[src/rtl/core/ccs_pkg.sv]
// Types and fixed widths shared by the circle/segment distance pipeline.
// No dependencies.
package ccs_pkg;

    localparam int CB   = 24;          // coordinate width
    localparam int DW   = CB + 1;      // coordinate difference
    localparam int PW   = 2 * DW;      // signed product
    localparam int SW   = 2 * CB + 2;  // unsigned sum of squares
    localparam int CHL  = CB + 2;      // low part of the cross split
    localparam int CHH  = SW - CHL;    // high part of the cross split
    localparam int NW   = 2 * SW;      // squared distance numerator
    localparam int RB   = CB + 2;      // root bits
    localparam int DAW  = RB + SW;     // root times denominator
    localparam int DELW = NW + 4;      // trial delta
    localparam int OW   = CB + 1;      // distance output

    typedef struct packed {
        logic signed [CB-1:0] point_x;
        logic signed [CB-1:0] point_y;
        logic signed [CB-1:0] seg_start_x;
        logic signed [CB-1:0] seg_start_y;
        logic signed [CB-1:0] seg_end_x;
        logic signed [CB-1:0] seg_end_y;
        logic        [CB-1:0] circle_radius;
    } t_in;

    typedef struct packed {
        logic [OW-1:0] distance;
        logic          collided;
    } t_out;

    typedef struct packed {
        logic           valid;
        logic [NW-1:0]  rem;
        logic [DAW-1:0] dacc;
        logic [SW-1:0]  den;
        logic [RB-1:0]  root;
        logic [CB-1:0]  rad;
    } t_root;

endpackage

[src/rtl/core/ccs_cell.sv]
// One root cell: settles a single bit of the floor square root of num/den.
// Uses ccs_pkg. Chained by the top level, most significant bit first.
module ccs_cell #(
    parameter int BIT = 0
) (
    input  logic           i_clk,
    input  logic           i_rst_n,
    input  logic           i_en,
    input  ccs_pkg::t_root i_root,
    output ccs_pkg::t_root o_root
);

    ccs_pkg::t_root r_root;
    ccs_pkg::t_root n_root;
    logic [ccs_pkg::DELW-1:0] n_delta;

    always_comb begin
        n_delta = ({{(ccs_pkg::DELW-ccs_pkg::DAW){1'b0}}, i_root.dacc} << (BIT + 1))
                + ({{(ccs_pkg::DELW-ccs_pkg::SW){1'b0}}, i_root.den} << (2 * BIT));
        n_root = i_root;
        if (n_delta <= {{(ccs_pkg::DELW-ccs_pkg::NW){1'b0}}, i_root.rem}) begin
            n_root.rem  = i_root.rem - n_delta[ccs_pkg::NW-1:0];
            n_root.dacc = i_root.dacc
                        + ({{(ccs_pkg::DAW-ccs_pkg::SW){1'b0}}, i_root.den} << BIT);
            n_root.root = i_root.root | (ccs_pkg::RB'(1) << BIT);
        end
    end

    always_ff @(posedge i_clk) begin
        if (!i_rst_n) begin
            r_root.valid <= 1'b0;
        end else if (i_en) begin
            r_root.valid <= n_root.valid;
        end
        if (i_en) begin
            r_root.rem  <= n_root.rem;
            r_root.dacc <= n_root.dacc;
            r_root.den  <= n_root.den;
            r_root.root <= n_root.root;
            r_root.rad  <= n_root.rad;
        end
    end

    assign o_root = r_root;

endmodule

[config.mk]
export PLATFORM = sky130hd
export DESIGN_NAME = ccs_cell
export DESIGN_NICKNAME = d
export VERILOG_FILES = /design/src/rtl/core/ccs_pkg.sv /design/src/rtl/core/ccs_cell.sv
export SDC_FILE = /design/constraint.sdc
export NUM_CORES = 1
export LEC_CHECK = 0
export CORE_AREA = 2 2 216 218
export CTS_CLUSTER_SIZE = 30
export DETAILED_ROUTE_END_ITERATION = 8
export DIE_AREA = 0 0 218 220
export DONT_BUFFER_PORTS = 1
export HOLD_SLACK_MARGIN = 0.1
export PLACE_DENSITY_LB_ADDON = 0.15
export SKIP_CTS_REPAIR_TIMING = 1
export SYNTH_ARGS = -nofsm -noshare
export SYNTH_HDL_FRONTEND = slang
export SYNTH_SLANG_ARGS = --single-unit
[constraint.sdc]
create_clock -name i_clk -period 9.48 [get_ports i_clk]
set_input_delay 2.37 -clock i_clk [delete_from_list [all_inputs] [get_ports i_clk]]
set_output_delay 2.37 -clock i_clk [all_outputs]
set_load 0.05 [all_outputs]
==> results.cfg <==
[global_route]
grt_overflow = 0
antenna_found_initial = 1
met1_usage = 0.357
grt_pass1_vias = 18201
grt_pass1_wl_um = 110000
busiest_layer = met2
gr-usage-met3 = 0.0872
met2_usage = 0.511
grt_max_degree = 278
track_usage = 0.297

[critical_path]
r2r_start = o_root[276]
critPathRequiredTime_ps = 9780
crit_path_end_kind = flip-flop
critPathKind = in -> reg
rrSetupSlack_ps = 8520
crit_fanout = 19
startpoint_type = primary input
reg2regPathDepth = 2
r2r_end = o_root[276]
cp.arrival_ps = 8880

[die]
die_area_sq_um = 48000
num_io_pins = 557
dieHeight_um = 220
die_x_um = 218
std_cell_rows = 79
core-area_sq_um = 45900
start_util = 0.481

[layout]
final-seq-area_sq_um = 8310
multi_input_area_sq_um = 13000
syn2layout_area_growth_pct = 7.50
largest_register_ffs = 277
drive_gt1_frac = 0.0455
final.fill_count = 4291
nets = 2829
antenna_cells = 0

[timing]
rsz0062_at_grt = no
setup_ws_ps = 906
max_slew_margin = 0.143
worstMarginPinSlew_ps = 1290
setup_tns_ps = 0
hold_viol = 0
setup_viol = 0
timing.final.crit_share = 0.904
fmax_ghz = 0.117
skew_ps = 0
period_needed_ps = 8570
slew_violations = 0

[power]
p_comb_frac = 0.268
max-vdd-ir-drop_mv = 0.172
power_frac_clock = 0.269
p_sw_uw = 2190
pwr_density_cell_nw_per_um2 = 219
p_seq_frac = 0.463
p_sw_frac = 0.420
p_leak_uw = 0.00926
p_int_uw = 3020
total_power_uw = 5200

[cts]
clkLatencyLatePin_ps = 550
cts_buffers = 34
cts_buffer_depth = 3
path_clk_slew_ps = 60
h-tree-depth = 2
numClockSinks = 277
root_buffer = clkbuf_16
cts_tree = built

[outcome]
outcome = finished, final reports clean

[logic_synthesis]
synth_top_area_frac = 0.376
yosys-top-cells-area = edfxtp_1, ha_1, a21oi_1, xnor2_1, a21o_1
netlist_area_sq_um = 22000
synth_nets = 2894
synthArstFlopShare = 0
synth_ff_type = edfxtp_1
synth_most_common_cell = a21oi_1
yosysTopAreaCell = edfxtp_1
avgSynthCellArea_sq_um = 9.06
synth_seq_cells = 277
ys_types = 77
yosysWarnings = 0
netlist_instances = 2434
synth_edf_count = 276
yosys-top-cells-count = a21oi_1, edfxtp_1, nand2_1, nor2_1, ha_1
ys_seq_area_frac = 0.377

[hold_path]
hp-start = o_root[276]
min_path_cells = 2
min_path_type = reg -> reg
holdPathEnd = o_root[276]

[drt]
drt_iter0_drc = 1445
drt_wl_total_um = 74500
drc = 0
via_per_inst = 6.28
dr.pass1.iters = 5
ant_nets = 0
wl_per_cell_um = 24.8
vias = 18851

[placement]
pre_cts_slack_ps = 369
gp_congestion = 0.957
portBuffers = 0
dpl.hpwl_um = 59700

[flow_run]
maxCapViolCount = 0
placed cells by master (no fill, tap or decap), types with 8 or more instances in the layout:
cell       count
inv_1         53
a21o_1       132
nand2b_1      18
o21bai_1      35
a211oi_1      24
ha_1         177
edfxtp_1     276
or4_1          9
xnor2_1      121
o21ai_1        9
nand3_1       67
o21a_1        26
or3_1          8
and2_1        21
nor4_1        20
a31oi_1       26
nor3_1        48
a21oi_1      287
clkbuf_16     34
o21ai_0      123
o31ai_1        9
a21boi_0      10
or2_2          9
nand4_1       71
nand2_1      226
buf_4         19
xor2_1       105
nand3b_1       9
nor2b_1       18
a221oi_1       8
o211ai_1      15
a41oi_1        8
and3_1        21
nor2_1       218
final cells by class:
type | count | area share
Tap cell | 607 | 0.0320
Sequential cell | 277 | 0.350
Clock inverter | 22 | 0.0129
Clock buffer | 39 | 0.0367
Multi-Input combinational cell | 1980 | 0.550
Inverter | 53 | 0.00839
Timing Repair Buffer | 23 | 0.00940
power by group through the flow:
stage / Clock [uW] / Combinational, uW / Sequential (uW)
after floorplan: 0 / 1050 / 2340
after global placement: 0 / 1360 / 2430
after detailed placement: 0 / 1370 / 2420
after CTS: 1420 / 1380 / 2410
after global routing: 1460 / 1550 / 2420
final: 1400 / 1400 / 2410
per-layer routing:
metal | vias to the layer above | routed length [um]
met5 | - | 0
met4 | 0 | 2270
met3 | 124 | 6410
met2 | 723 | 36000
met1 | 9055 | 29800
li1 | 8949 | -
critical path: stages:
cell	delay [ps]
ha_1	200
inv_1	70
fa_1	400
nor2b_1	120
o21ai_0	120
o211ai_1	310
a211oi_1	120
buf_4	170
nor4b_1	330
buf_4	180
o2111ai_1	160
a31oi_1	230
buf_4	160
a31oi_1	110
mux2i_1	140
a2111oi_0	440
ha_1	320
nand4_1	220
or4_1	630
o31a_1	410
o21bai_4	710
o31a_1	610
nand3_1	160
xnor2_1	150
metrics by stage:
step                cells   util  cell area (sq um)  hold WS, ps
floorplan            2434      -              22000          743
global placement     2940  0.491              22500          764
detailed placement   2940  0.491              22500          766
CTS                  3001  0.517              23700          776
global route         3001  0.517              23700          857
finish               3001  0.517              23700          778
worst max-delay path by stage:
stage                     cells after the start       start     endpoint  slack [ps]
final                                        24  i_root[51]  o_root[172]         910
after global routing                         24  i_root[52]  o_root[172]         450
after CTS                                    24  i_root[52]  o_root[172]         940
after detailed placement                     24  i_root[52]  o_root[168]         370
after global placement                       24  i_root[51]  o_root[168]         490
after floorplan                              26  i_root[51]  o_root[171]        1540
logic make-up (layout without fill, tap and decap cells):
kind of cell               after synthesis  count (layout)  share of synthesized area
and+or+nand+nor                        789             789                      0.172
AOI/OAI and AO/OA                      778             778                      0.222
DFF                                    277             277                      0.377
xor gates and xnor gates               229             229                     0.0920
adders and majority gates              180             180                      0.103
buffers and inverters                  177             137                     0.0325
muxes                                    4               4                    0.00187
Power figures use the tool's default switching activity.
